File: src/hw/rtl/prcc_pkg.sv
`timescale 1ns / 1ps
`default_nettype none
// ----------------------------------------------------------------------------
// prcc_pkg
// Shared types and constants of the packet reorder and concealment control.
// ----------------------------------------------------------------------------
package prcc_pkg;

    localparam int HoldSlots    = 3;
    localparam int ConcealSteps = 4;
    localparam int SlotW        = 3;
    localparam int SlotIdxW     = (HoldSlots > 1) ? $clog2(HoldSlots) : 1;

    localparam logic [30:0] RestartGapRst  = 31'd3000;
    localparam logic [9:0]  MaxLenRst      = 10'd800;
    localparam logic [9:0]  ConcealLenRst  = 10'd480;

    localparam logic [1:0] RegRestartGap = 2'd0;
    localparam logic [1:0] RegMaxLen     = 2'd1;
    localparam logic [1:0] RegConcealLen = 2'd2;

    typedef enum logic [2:0] {
        ACT_PLAY    = 3'd0,
        ACT_HELD    = 3'd1,
        ACT_CONCEAL = 3'd2,
        ACT_PARK    = 3'd3,
        ACT_DROP    = 3'd4,
        ACT_REJECT  = 3'd5,
        ACT_CLEAR   = 3'd6
    } t_action;

    typedef enum logic [3:0] {
        ST_IDLE,
        ST_DECIDE,
        ST_FLUSH,
        ST_RESUME,
        ST_CONCEAL,
        ST_GIVEUP,
        ST_AFTER
    } t_state;

    // Commands from controller to datapath.
    typedef struct packed {
        logic       load;
        logic       clear;
        logic       reject;
        logic       first;
        logic       restart;
        logic       late_drop;
        logic       play;
        logic       park;
        logic       park_low;
        logic       flush_step;
        logic       resume_step;
        logic       conceal;
        logic       giveup;
        logic       final_drop;
        logic       last;
    } t_cmd;

    // Status from datapath to controller.
    typedef struct packed {
        logic bad_len;
        logic seq_valid;
        logic behind;
        logic far_behind;
        logic equal;
        logic near;
        logic free_any;
        logic flush_hit;
        logic chain_more;
        logic resume_done;
        logic conceal_more;
    } t_status;

endpackage
`default_nettype wire

File: src/hw/rtl/packet_reorder_conceal_control_core.sv
`timescale 1ns / 1ps
`default_nettype none
// ----------------------------------------------------------------------------
// packet_reorder_conceal_control_core
// Jitter buffer reorder and loss concealment controller.
// ----------------------------------------------------------------------------
// One transaction is taken when start is high and busy is low. Results
// appear on o_strobe, at most one per cycle, and cannot be held off. A clear
// leaves busy low and gives its result in the next cycle; a rejected, late or
// parked packet gives a single result; an in-order packet gives its own result
// and one more for each parked packet it releases; a gap runs the three-slot
// scan, up to four concealment steps, the give-up step, the flush of the hold
// and the final decision of the controller.
module packet_reorder_conceal_control_core (
    input  wire logic        i_clk,
    input  wire logic        i_rst_n,
    input  wire logic        i_cfg_we,
    input  wire logic [1:0]  i_cfg_index,
    input  wire logic [30:0] i_cfg_data,
    input  wire logic        start,
    output logic             busy,
    input  wire logic        i_command,
    input  wire logic [31:0] i_seq,
    input  wire logic [10:0] i_length,
    output logic             o_strobe,
    output logic [2:0]       o_action,
    output logic [2:0]       o_slot,
    output logic [1:0]       o_fade_step,
    output logic [9:0]       o_play_len,
    output logic [31:0]      o_seq_out,
    output logic             o_last,
    output logic [31:0]      o_delivered_count,
    output logic [31:0]      o_concealed_count,
    output logic [31:0]      o_reordered_count,
    output logic [31:0]      o_dropped_count,
    output logic [31:0]      o_restart_count
);

    prcc_pkg::t_cmd    w_cmd;
    prcc_pkg::t_status w_st;

    prcc_ctrl u_ctrl (
        .i_clk, .i_rst_n,
        .i_go(start),
        .i_command,
        .i_st(w_st),
        .o_busy(busy),
        .o_cmd(w_cmd)
    );

    prcc_dp u_dp (
        .i_clk, .i_rst_n, .i_cfg_we, .i_cfg_index, .i_cfg_data,
        .i_seq, .i_length,
        .i_cmd(w_cmd),
        .o_st(w_st),
        .o_strobe, .o_action, .o_slot, .o_fade_step, .o_play_len, .o_seq_out,
        .o_last, .o_delivered_count, .o_concealed_count, .o_reordered_count,
        .o_dropped_count, .o_restart_count
    );

endmodule
`default_nettype wire

File: src/hw/rtl/prcc_ctrl.sv
`timescale 1ns / 1ps
`default_nettype none
// ----------------------------------------------------------------------------
// prcc_ctrl
// Controller that sequences the decision and emits datapath commands.
// ----------------------------------------------------------------------------
module prcc_ctrl (
    input  wire logic               i_clk,
    input  wire logic               i_rst_n,
    input  wire logic               i_go,
    input  wire logic               i_command,
    input  prcc_pkg::t_status       i_st,
    output logic                    o_busy,
    output prcc_pkg::t_cmd          o_cmd
);

    prcc_pkg::t_state r_state, n_state;

    always_ff @(posedge i_clk) begin
        if (!i_rst_n) begin
            r_state <= prcc_pkg::ST_IDLE;
        end else begin
            r_state <= n_state;
        end
    end

    always_comb begin
        n_state = r_state;
        o_cmd   = '0;
        o_busy  = (r_state != prcc_pkg::ST_IDLE);
        case (r_state)
            prcc_pkg::ST_IDLE: begin
                if (i_go) begin
                    o_cmd.load = 1'b1;
                    if (i_command) begin
                        o_cmd.clear = 1'b1;
                        o_cmd.last  = 1'b1;
                    end else begin
                        n_state = prcc_pkg::ST_DECIDE;
                    end
                end
            end
            prcc_pkg::ST_DECIDE: begin
                n_state = prcc_pkg::ST_IDLE;
                if (i_st.bad_len) begin
                    o_cmd.reject = 1'b1;
                    o_cmd.last = 1'b1;
                end else if (!i_st.seq_valid) begin
                    o_cmd.first = 1'b1;
                    o_cmd.last = 1'b1;
                end else if (i_st.behind) begin
                    o_cmd.last = 1'b1;
                    if (i_st.far_behind) o_cmd.restart = 1'b1;
                    else o_cmd.late_drop = 1'b1;
                end else if (i_st.equal) begin
                    o_cmd.play = 1'b1;
                    o_cmd.last = !i_st.chain_more;
                    if (i_st.chain_more) n_state = prcc_pkg::ST_FLUSH;
                end else if (i_st.near && i_st.free_any) begin
                    o_cmd.park = 1'b1;
                    o_cmd.last = 1'b1;
                end else begin
                    n_state = prcc_pkg::ST_RESUME;
                end
            end
            prcc_pkg::ST_RESUME: begin
                o_cmd.resume_step = 1'b1;
                if (i_st.resume_done) n_state = prcc_pkg::ST_CONCEAL;
            end
            prcc_pkg::ST_CONCEAL: begin
                if (i_st.conceal_more) begin
                    o_cmd.conceal = 1'b1;
                end else begin
                    o_cmd.giveup = 1'b1;
                    n_state = prcc_pkg::ST_GIVEUP;
                end
            end
            prcc_pkg::ST_GIVEUP: begin
                // Flush parked packets that resume the stream.
                if (i_st.flush_hit) begin
                    o_cmd.flush_step = 1'b1;
                end else begin
                    n_state = prcc_pkg::ST_AFTER;
                end
            end
            prcc_pkg::ST_AFTER: begin
                n_state = prcc_pkg::ST_IDLE;
                if (i_st.equal) begin
                    o_cmd.play = 1'b1;
                    o_cmd.last = !i_st.chain_more;
                    if (i_st.chain_more) n_state = prcc_pkg::ST_FLUSH;
                end else if (!i_st.behind && i_st.free_any) begin
                    o_cmd.park = 1'b1;
                    o_cmd.park_low = 1'b1;
                    o_cmd.last = 1'b1;
                end else begin
                    o_cmd.final_drop = 1'b1;
                    o_cmd.last = 1'b1;
                end
            end
            prcc_pkg::ST_FLUSH: begin
                o_cmd.flush_step = 1'b1;
                o_cmd.last = !i_st.chain_more;
                if (!i_st.chain_more) n_state = prcc_pkg::ST_IDLE;
            end
            default: n_state = prcc_pkg::ST_IDLE;
        endcase
    end

endmodule
`default_nettype wire

File: src/hw/rtl/prcc_dp.sv
`timescale 1ns / 1ps
`default_nettype none
// ----------------------------------------------------------------------------
// prcc_dp
// Datapath: sequence state, hold slots, counters and the result register.
// ----------------------------------------------------------------------------
module prcc_dp (
    input  wire logic           i_clk,
    input  wire logic           i_rst_n,
    input  wire logic           i_cfg_we,
    input  wire logic [1:0]     i_cfg_index,
    input  wire logic [30:0]    i_cfg_data,
    input  wire logic [31:0]    i_seq,
    input  wire logic [10:0]    i_length,
    input  prcc_pkg::t_cmd      i_cmd,
    output prcc_pkg::t_status   o_st,
    output logic                o_strobe,
    output logic [2:0]          o_action,
    output logic [2:0]          o_slot,
    output logic [1:0]          o_fade_step,
    output logic [9:0]          o_play_len,
    output logic [31:0]         o_seq_out,
    output logic                o_last,
    output logic [31:0]         o_delivered_count,
    output logic [31:0]         o_concealed_count,
    output logic [31:0]         o_reordered_count,
    output logic [31:0]         o_dropped_count,
    output logic [31:0]         o_restart_count
);

    localparam int H = prcc_pkg::HoldSlots;

    logic [30:0] r_gap;
    logic [9:0]  r_max_len, r_def_len;
    logic [31:0] r_seq;
    logic [10:0] r_len;
    logic        r_have;
    logic [31:0] r_exp;
    logic [H-1:0] r_used;
    logic [31:0] r_sseq [H];
    logic [9:0]  r_slen [H];
    logic [9:0]  r_last_len;
    logic [31:0] r_dlv, r_cnc, r_reo, r_drp, r_rst;
    logic [31:0] r_resume;
    logic [prcc_pkg::SlotIdxW-1:0] r_ridx;
    logic [prcc_pkg::SlotIdxW-1:0] r_prev;
    logic        r_chain;
    logic [31:0] r_miss;
    logic [2:0]  r_k;

    logic        r_strobe, r_last;
    logic [2:0]  r_action, r_slot;
    logic [1:0]  r_fade;
    logic [9:0]  r_plen;
    logic [31:0] r_sout;

    logic [31:0] w_delta;
    logic        w_hit, w_hit_up;
    logic [prcc_pkg::SlotIdxW-1:0] w_hit_idx, w_hit_lo_idx, w_hit_up_idx;
    logic [prcc_pkg::SlotIdxW-1:0] w_free_idx, w_free_lo_idx, w_park_idx;
    logic        w_free;
    logic [31:0] w_rd;
    logic [31:0] w_exp_emit;
    logic [9:0]  w_clen;

    assign w_delta = r_seq - r_exp;
    assign w_rd    = r_sseq[r_ridx] - r_resume;

    // Within one flush pass the next match is searched above the slot just
    // played; when none is left there, a new pass starts from the lowest slot.
    always_comb begin
        w_hit = 1'b0;
        w_hit_lo_idx = '0;
        w_hit_up = 1'b0;
        w_hit_up_idx = '0;
        w_free = 1'b0;
        w_free_idx = '0;
        w_free_lo_idx = '0;
        for (int i = H - 1; i >= 0; i--) begin
            if (r_used[i] && r_sseq[i] == r_exp) begin
                w_hit = 1'b1;
                w_hit_lo_idx = prcc_pkg::SlotIdxW'(i);
                if (r_chain && prcc_pkg::SlotIdxW'(i) > r_prev) begin
                    w_hit_up = 1'b1;
                    w_hit_up_idx = prcc_pkg::SlotIdxW'(i);
                end
            end
            if (!r_used[i]) begin
                w_free_lo_idx = prcc_pkg::SlotIdxW'(i);
            end
        end
        for (int i = 0; i < H; i++) begin
            if (!r_used[i]) begin
                w_free = 1'b1;
                w_free_idx = prcc_pkg::SlotIdxW'(i);
            end
        end
    end

    assign w_hit_idx  = w_hit_up ? w_hit_up_idx : w_hit_lo_idx;
    assign w_park_idx = i_cmd.park_low ? w_free_lo_idx : w_free_idx;

    assign w_clen = (r_last_len != '0) ? r_last_len : r_def_len;
    assign w_exp_emit = r_exp + 32'(r_k);

    logic w_more_flush;
    always_comb begin
        w_more_flush = 1'b0;
        for (int i = 0; i < H; i++) begin
            if (r_used[i] && !(w_hit && prcc_pkg::SlotIdxW'(i) == w_hit_idx) &&
                r_sseq[i] == r_exp + 32'd1)
                w_more_flush = 1'b1;
        end
    end

    always_comb begin
        o_st.bad_len = (r_len == '0) || (r_len > {1'b0, r_max_len});
        o_st.seq_valid = r_have;
        o_st.behind = w_delta[31];
        o_st.far_behind = ({1'b0, (~w_delta)} + 33'd1) > {2'b00, r_gap};
        o_st.equal = (w_delta == '0);
        o_st.near = (w_delta <= 32'(H));
        o_st.free_any = w_free;
        o_st.flush_hit = w_hit;
        o_st.chain_more = w_more_flush;
        o_st.resume_done = (32'(r_ridx) >= 32'(H - 1));
        o_st.conceal_more = (r_k < 3'(prcc_pkg::ConcealSteps)) &&
                            !r_miss[31] && (32'(r_k) < r_miss);
    end

    always_ff @(posedge i_clk) begin
        if (!i_rst_n) begin
            r_gap <= prcc_pkg::RestartGapRst;
            r_max_len <= prcc_pkg::MaxLenRst;
            r_def_len <= prcc_pkg::ConcealLenRst;
            r_have <= 1'b0;
            r_exp <= '0;
            r_used <= '0;
            r_last_len <= '0;
            r_dlv <= '0; r_cnc <= '0; r_reo <= '0; r_drp <= '0; r_rst <= '0;
            r_strobe <= 1'b0;
            r_last <= 1'b0;
            r_action <= prcc_pkg::ACT_PLAY;
            r_chain <= 1'b0;
            r_prev <= '0;
        end else begin
            r_strobe <= 1'b0;
            if (i_cfg_we) begin
                case (i_cfg_index)
                    prcc_pkg::RegRestartGap: r_gap <= i_cfg_data;
                    prcc_pkg::RegMaxLen:     r_max_len <= i_cfg_data[9:0];
                    prcc_pkg::RegConcealLen: r_def_len <= i_cfg_data[9:0];
                    default: ;
                endcase
            end
            if (i_cmd.load) begin
                r_seq <= i_seq;
                r_len <= i_length;
                r_ridx <= '0;
                r_k <= '0;
            end
            if (i_cmd.load || i_cmd.play || i_cmd.giveup) r_chain <= 1'b0;
            if (i_cmd.clear) begin
                r_used <= '0;
                r_have <= 1'b0;
                r_last_len <= '0;
                r_dlv <= '0; r_cnc <= '0; r_reo <= '0; r_drp <= '0; r_rst <= '0;
            end
            r_slot <= '0;
            r_fade <= '0;
            r_plen <= '0;
            r_sout <= r_seq;
            r_last <= i_cmd.last;
            if (i_cmd.clear) begin
                r_strobe <= 1'b1; r_action <= prcc_pkg::ACT_CLEAR; r_sout <= '0;
            end
            if (i_cmd.reject) begin
                r_strobe <= 1'b1; r_action <= prcc_pkg::ACT_REJECT;
            end
            if (i_cmd.first || i_cmd.restart || i_cmd.play) begin
                r_have <= 1'b1;
                r_exp <= r_seq + 32'd1;
                r_dlv <= r_dlv + 32'd1;
                r_last_len <= r_len[9:0];
                r_strobe <= 1'b1; r_action <= prcc_pkg::ACT_PLAY;
                r_plen <= r_len[9:0];
            end
            if (i_cmd.restart) begin
                r_rst <= r_rst + 32'd1;
                r_used <= '0;
            end
            if (i_cmd.late_drop || i_cmd.final_drop) begin
                r_drp <= r_drp + 32'd1;
                r_strobe <= 1'b1; r_action <= prcc_pkg::ACT_DROP;
            end
            if (i_cmd.park) begin
                r_used[w_park_idx] <= 1'b1;
                r_sseq[w_park_idx] <= r_seq;
                r_slen[w_park_idx] <= r_len[9:0];
                r_strobe <= 1'b1; r_action <= prcc_pkg::ACT_PARK;
                r_slot <= prcc_pkg::SlotW'(w_park_idx); r_plen <= r_len[9:0];
            end
            if (i_cmd.flush_step) begin
                r_used[w_hit_idx] <= 1'b0;
                r_exp <= r_exp + 32'd1;
                r_dlv <= r_dlv + 32'd1;
                r_reo <= r_reo + 32'd1;
                r_last_len <= r_slen[w_hit_idx];
                r_strobe <= 1'b1; r_action <= prcc_pkg::ACT_HELD;
                r_slot <= prcc_pkg::SlotW'(w_hit_idx); r_plen <= r_slen[w_hit_idx];
                r_sout <= r_sseq[w_hit_idx];
                r_chain <= 1'b1;
                r_prev <= w_hit_idx;
            end
            if (i_cmd.load && !i_cmd.clear) r_resume <= i_seq;
            if (i_cmd.resume_step) begin
                if (r_used[r_ridx] && w_rd[31]) r_resume <= r_sseq[r_ridx];
                r_ridx <= r_ridx + 1'b1;
                r_miss <= r_resume - r_exp;
                if (32'(r_ridx) >= 32'(H - 1)) begin
                    if (r_used[r_ridx] && w_rd[31]) r_miss <= r_sseq[r_ridx] - r_exp;
                end
            end
            if (i_cmd.conceal) begin
                r_cnc <= r_cnc + 32'd1;
                r_k <= r_k + 3'd1;
                r_strobe <= 1'b1; r_action <= prcc_pkg::ACT_CONCEAL;
                r_fade <= r_k[1:0]; r_plen <= w_clen; r_sout <= w_exp_emit;
            end
            if (i_cmd.giveup) begin
                if (!r_miss[31] && r_miss > 32'(prcc_pkg::ConcealSteps))
                    r_drp <= r_drp + r_miss - 32'(prcc_pkg::ConcealSteps);
                r_exp <= r_resume;
            end
        end
    end

    assign o_strobe = r_strobe;
    assign o_action = r_action;
    assign o_slot = r_slot;
    assign o_fade_step = r_fade;
    assign o_play_len = r_plen;
    assign o_seq_out = r_sout;
    assign o_last = r_last;
    assign o_delivered_count = r_dlv;
    assign o_concealed_count = r_cnc;
    assign o_reordered_count = r_reo;
    assign o_dropped_count = r_drp;
    assign o_restart_count = r_rst;

endmodule
`default_nettype wire

File: config.mk
export PLATFORM = sky130hd
export DESIGN_NAME = packet_reorder_conceal_control_core
export DESIGN_NICKNAME = d
export VERILOG_FILES = /design/src/hw/rtl/prcc_pkg.sv /design/src/hw/rtl/packet_reorder_conceal_control_core.sv /design/src/hw/rtl/prcc_ctrl.sv /design/src/hw/rtl/prcc_dp.sv
export SDC_FILE = /design/constraint.sdc
export NUM_CORES = 2
export LEC_CHECK = 0
export BUFFER_PORTS_ARGS = -buffer_cell sky130_fd_sc_hd__clkbuf_2
export CAP_MARGIN = 20
export CORE_UTILIZATION = 50
export DETAILED_ROUTE_END_ITERATION = 7
export HOLD_SLACK_MARGIN = 0.05
export PLACE_DENSITY = 0.68
export SYNTH_ARGS = -nofsm -noshare
export SYNTH_HDL_FRONTEND = slang
export SYNTH_SLANG_ARGS = --single-unit
File: constraint.sdc
create_clock -name i_clk -period 8.3 [get_ports i_clk]
set_input_delay 0.83 -clock i_clk [delete_from_list [all_inputs] [get_ports i_clk]]
set_output_delay 0.83 -clock i_clk [all_outputs]
set_load 0.05 [all_outputs]
==> summary.txt <==
FF+latch count, synth: 586
critical path required time: 8.66 ns
vias in the first global route: 34833
Final ANT Viol Nets: 0
largest family of logic cells by synthesized area: simple AND/OR/NAND/NOR gates
chip height: 287 microns
endpoints failing hold: 0
register area: 14900 sq um
power density cells: 176 nW/um^2
Slew @ Worst Pin: 1.07 ns
core area: 80500 sq um
nets@finish: 5189
fin area: 45900 sq um
Post-Syn Instances: 4605
Post-Synth Adder-Cell Area: 0.0763
Max Clk Rate: 130 MHz
TritonCTS Sinks: 586
post-route clock period utilization: 0.924
total CTS buffers: 70
final design utilization: 0.569
Via density: 6.40
Slowest-stage cell, CP: dfxtp_1
die area: 82500 sq um
P_leak: 17.4 nW
TNS Setup: 0 ns
cts repair resizes: 0
post-CTS setup repair buffer count: 0
Post-Layout Cell Count: 5982
unrepaired setup endpoints after global routing: no
Layout area overhead: 12.7%
Die X: 287 microns
Synth Area in XOR/XNOR: 0.0871
largest net degree at the start of global routing: 96
Slew Limit Fails: 0
H-tree levels: 3
failing checks: design-rule violations
Hold/Removal Path Class: input port to register
worst skew pair latency: 0.64 ns
CP arrival: 8.03 ns
DP Worst Slack: 0.855 ns
crit path launch type: register
CP max FO: 22
initial core utilization: 0.505
status: finished with violations
DRT Pass-1 Iters: 8
GRT overflow: 0
CP Cell Sequence: inv_1, ha_1, o21ai_0, a21oi_1, o41ai_2, a21oi_2, or3_1, a2111o_1, nor4_2, and3_1, xnor2_1, ha_1, nand4_1, nor2_1, a2111oi_0, nand4_1, o211ai_1, nor2_1, a31oi_4, buf_4, and2_1, nand2_1, a211o_1
Cell Area, Synth: 40700 sq um
initial antenna violation count: 9
Routed WL: 154000 microns
CTS tree: done
Synth async-reset ratio: 0
Seq/Total Area, Yosys: 0.366
RePlAce Congestion: 1.10
simple-gate share of the synthesized area: 0.194
min Tclk post-route: 7.67 ns
Rows: 104
Worst path max stage delay: 0.63 ns
final hold slack: 0.375 ns
All-Layer GR Usage: 0.365
hold-fix buffers at CTS: 0
Critical Path Sink Type: register
# setup viols final: 0
maximum VDD drop: 0.144 mV
Post-synth EDFFs: 316
total power: 8.09 mW
input/output buffers: 292
Routed WL per cell: 25.8 microns
post-synthesis compound-gate area fraction: 0.192
synth unique cells: 100
WS Path Type: register to register
hpwl dp: 117000 microns
# DRC: 10
worst clock skew: 0.0402 ns
dpl cells: 5851
Area after DPL: 43600 sq um
Reg clk slew, reported paths: 0.06 ns
Most used DFF post-synth: edfxtp_1
number of max-cap violations: 0
first-pass GRT wire length: 226000 microns
clock buffer depth: 3
Vias: 38257
fill count: 7271
Clock Root Buffer: clkbuf_16
synth warn: 0
layout cells sized above 1: 0.128
final setup margin: 0.631 ns
I/O pin cnt: 294
average cell area after synthesis: 8.84 sq um
footprint of the multi-input gates: 24100 sq um
post-synthesis mux area share: 0.0365
number of DRC markers in iteration 0: 4136
Slew headroom: 0.280
worst paths after layout:
kind | startpoint | slack (ns) | endpoint | cells past startpoint
worst max register to register | u_dp.r_exp[2]$_SDFFE_PN0P_ | 0.63 | u_dp.o_play_len[7]$_DFFE_PP_ | 23
worst min-delay path | i_length[5] | 0.38 | u_dp.r_len[5]$_DFFE_PP_ | 1
worst min register to register | u_dp.r_gap[29]$_SDFFE_PN0P_ | 0.45 | u_dp.r_gap[29]$_SDFFE_PN0P_ | 2
worst max-delay path | u_dp.r_exp[2]$_SDFFE_PN0P_ | 0.63 | u_dp.o_play_len[7]$_DFFE_PP_ | 23
final cells by class:
type / count / area share
Timing Repair Buffer: 385 / 0.0483
Tap cell: 1060 / 0.0289
Clock buffer: 100 / 0.0441
Clock inverter: 28 / 0.00611
Antenna cell: 3 / 0.000164
Inverter: 281 / 0.0231
Multi-Input combinational cell: 3539 / 0.525
Sequential cell: 586 / 0.325
state kept, by name (all words and copies together) (netlist names), 10 cells and up, named ones only:
signal / flops
u_dp.o_concealed_count: 32
u_dp.o_delivered_count: 32
u_dp.o_dropped_count: 32
u_dp.o_play_len: 10
u_dp.o_reordered_count: 32
u_dp.o_restart_count: 32
u_dp.o_seq_out: 32
u_dp.r_def_len: 10
u_dp.r_exp: 32
u_dp.r_gap: 31
u_dp.r_last_len: 10
u_dp.r_len: 11
u_dp.r_max_len: 10
u_dp.r_miss: 32
u_dp.r_resume: 32
u_dp.r_seq: 32
u_dp.r_slen: 30
u_dp.r_sseq: 128
layout by cell type (no fill, tap or decap), types with 19 or more instances in the layout:
cell type	n
and3_1	84
nor2_1	311
a311oi_1	36
nor2b_1	37
a21oi_1	376
nand3b_1	20
a211o_1	20
a221oi_1	22
o21a_1	39
nor4_1	57
buf_4	88
clkbuf_16	75
or3_1	47
xnor2_1	251
a2bb2oi_1	20
inv_1	278
clkbuf_2	291
nand2_1	406
clkbuf_1	20
edfxtp_1	316
a31oi_1	67
xor2_1	133
nand3_1	191
a21o_1	75
mux4_2	32
o211ai_1	35
and2_1	39
nand4_1	91
or2_2	33
nand2b_1	36
and4_1	19
ha_1	240
mux2i_1	65
nor3_1	85
a22oi_1	34
dfxtp_1	269
or4_1	23
a211oi_1	34
conb_1	33
o21ai_0	264
power breakdown:
| part | switching [mW] | total, mW | leakage, nW | internal [mW] |
|---|---|---|---|---|
| Combinational | 1.12 | 1.74 | 11.2 | 0.620 |
| Clock | 1.30 | 3.08 | 1.11 | 1.78 |
| Sequential | 0.109 | 3.27 | 5.14 | 3.17 |
routing by layer:
metal	vias to the layer above	global-route usage	part of all wire	wire [microns]
li1	17458	-	-	-
met1	18329	0.505	0.42	64500
met2	2070	0.536	0.42	65300
met3	390	0.0967	0.11	17400
met4	10	0.151	0.046	7080
met5	-	0	0.00048	74
logic make-up (layout without fill, tap and decap cells):
group / count (synthesis) / after routing
XOR/XNOR: 392 / 392
multiplexers: 107 / 107
AO/OA/AOI/OAI: 1208 / 1208
buffers and inverters: 512 / 794
AND/OR/NAND/NOR: 1554 / 1554
flip-flops: 586 / 586
other: 1 / 36
adder cells (fa/ha/maj): 245 / 245
Yosys cell counts, drive strengths merged, types with 34 or more instances:
cell | count | share of area
xnor2 | 251 | 0.054
a211oi | 37 | 0.0069
ha | 240 | 0.074
nand2 | 406 | 0.037
or2 | 34 | 0.0052
a21o | 76 | 0.014
mux2i | 65 | 0.016
o21ai | 269 | 0.033
nand3 | 192 | 0.024
inv | 279 | 0.026
and2 | 40 | 0.0061
a21oi | 379 | 0.047
nor4 | 66 | 0.012
buf | 75 | 0.0087
and3 | 84 | 0.013
a22oi | 34 | 0.0063
or3 | 47 | 0.0072
xor2 | 133 | 0.029
o21a | 39 | 0.0072
clkbuf | 156 | 0.014
nor2b | 37 | 0.0057
a31oi | 68 | 0.011
edfxtp | 316 | 0.23
nor2 | 320 | 0.030
dfxtp | 270 | 0.13
nor3 | 88 | 0.011
o211ai | 35 | 0.0065
nand4 | 92 | 0.014
nand2b | 36 | 0.0055
a311oi | 36 | 0.0077
critical path, delay by kind of cell, from the launching register on:
kind	cells	cell delay, ns
xor gates and xnor gates	1	0.15
buffers and inverters	2	0.56
DFF	1	0.63
AOI/OAI and AO/OA	9	2.81
adders and majority gates	2	0.69
and+or+nand+nor	9	2.55
No activity file was read; power rests on OpenSTA's default activity.
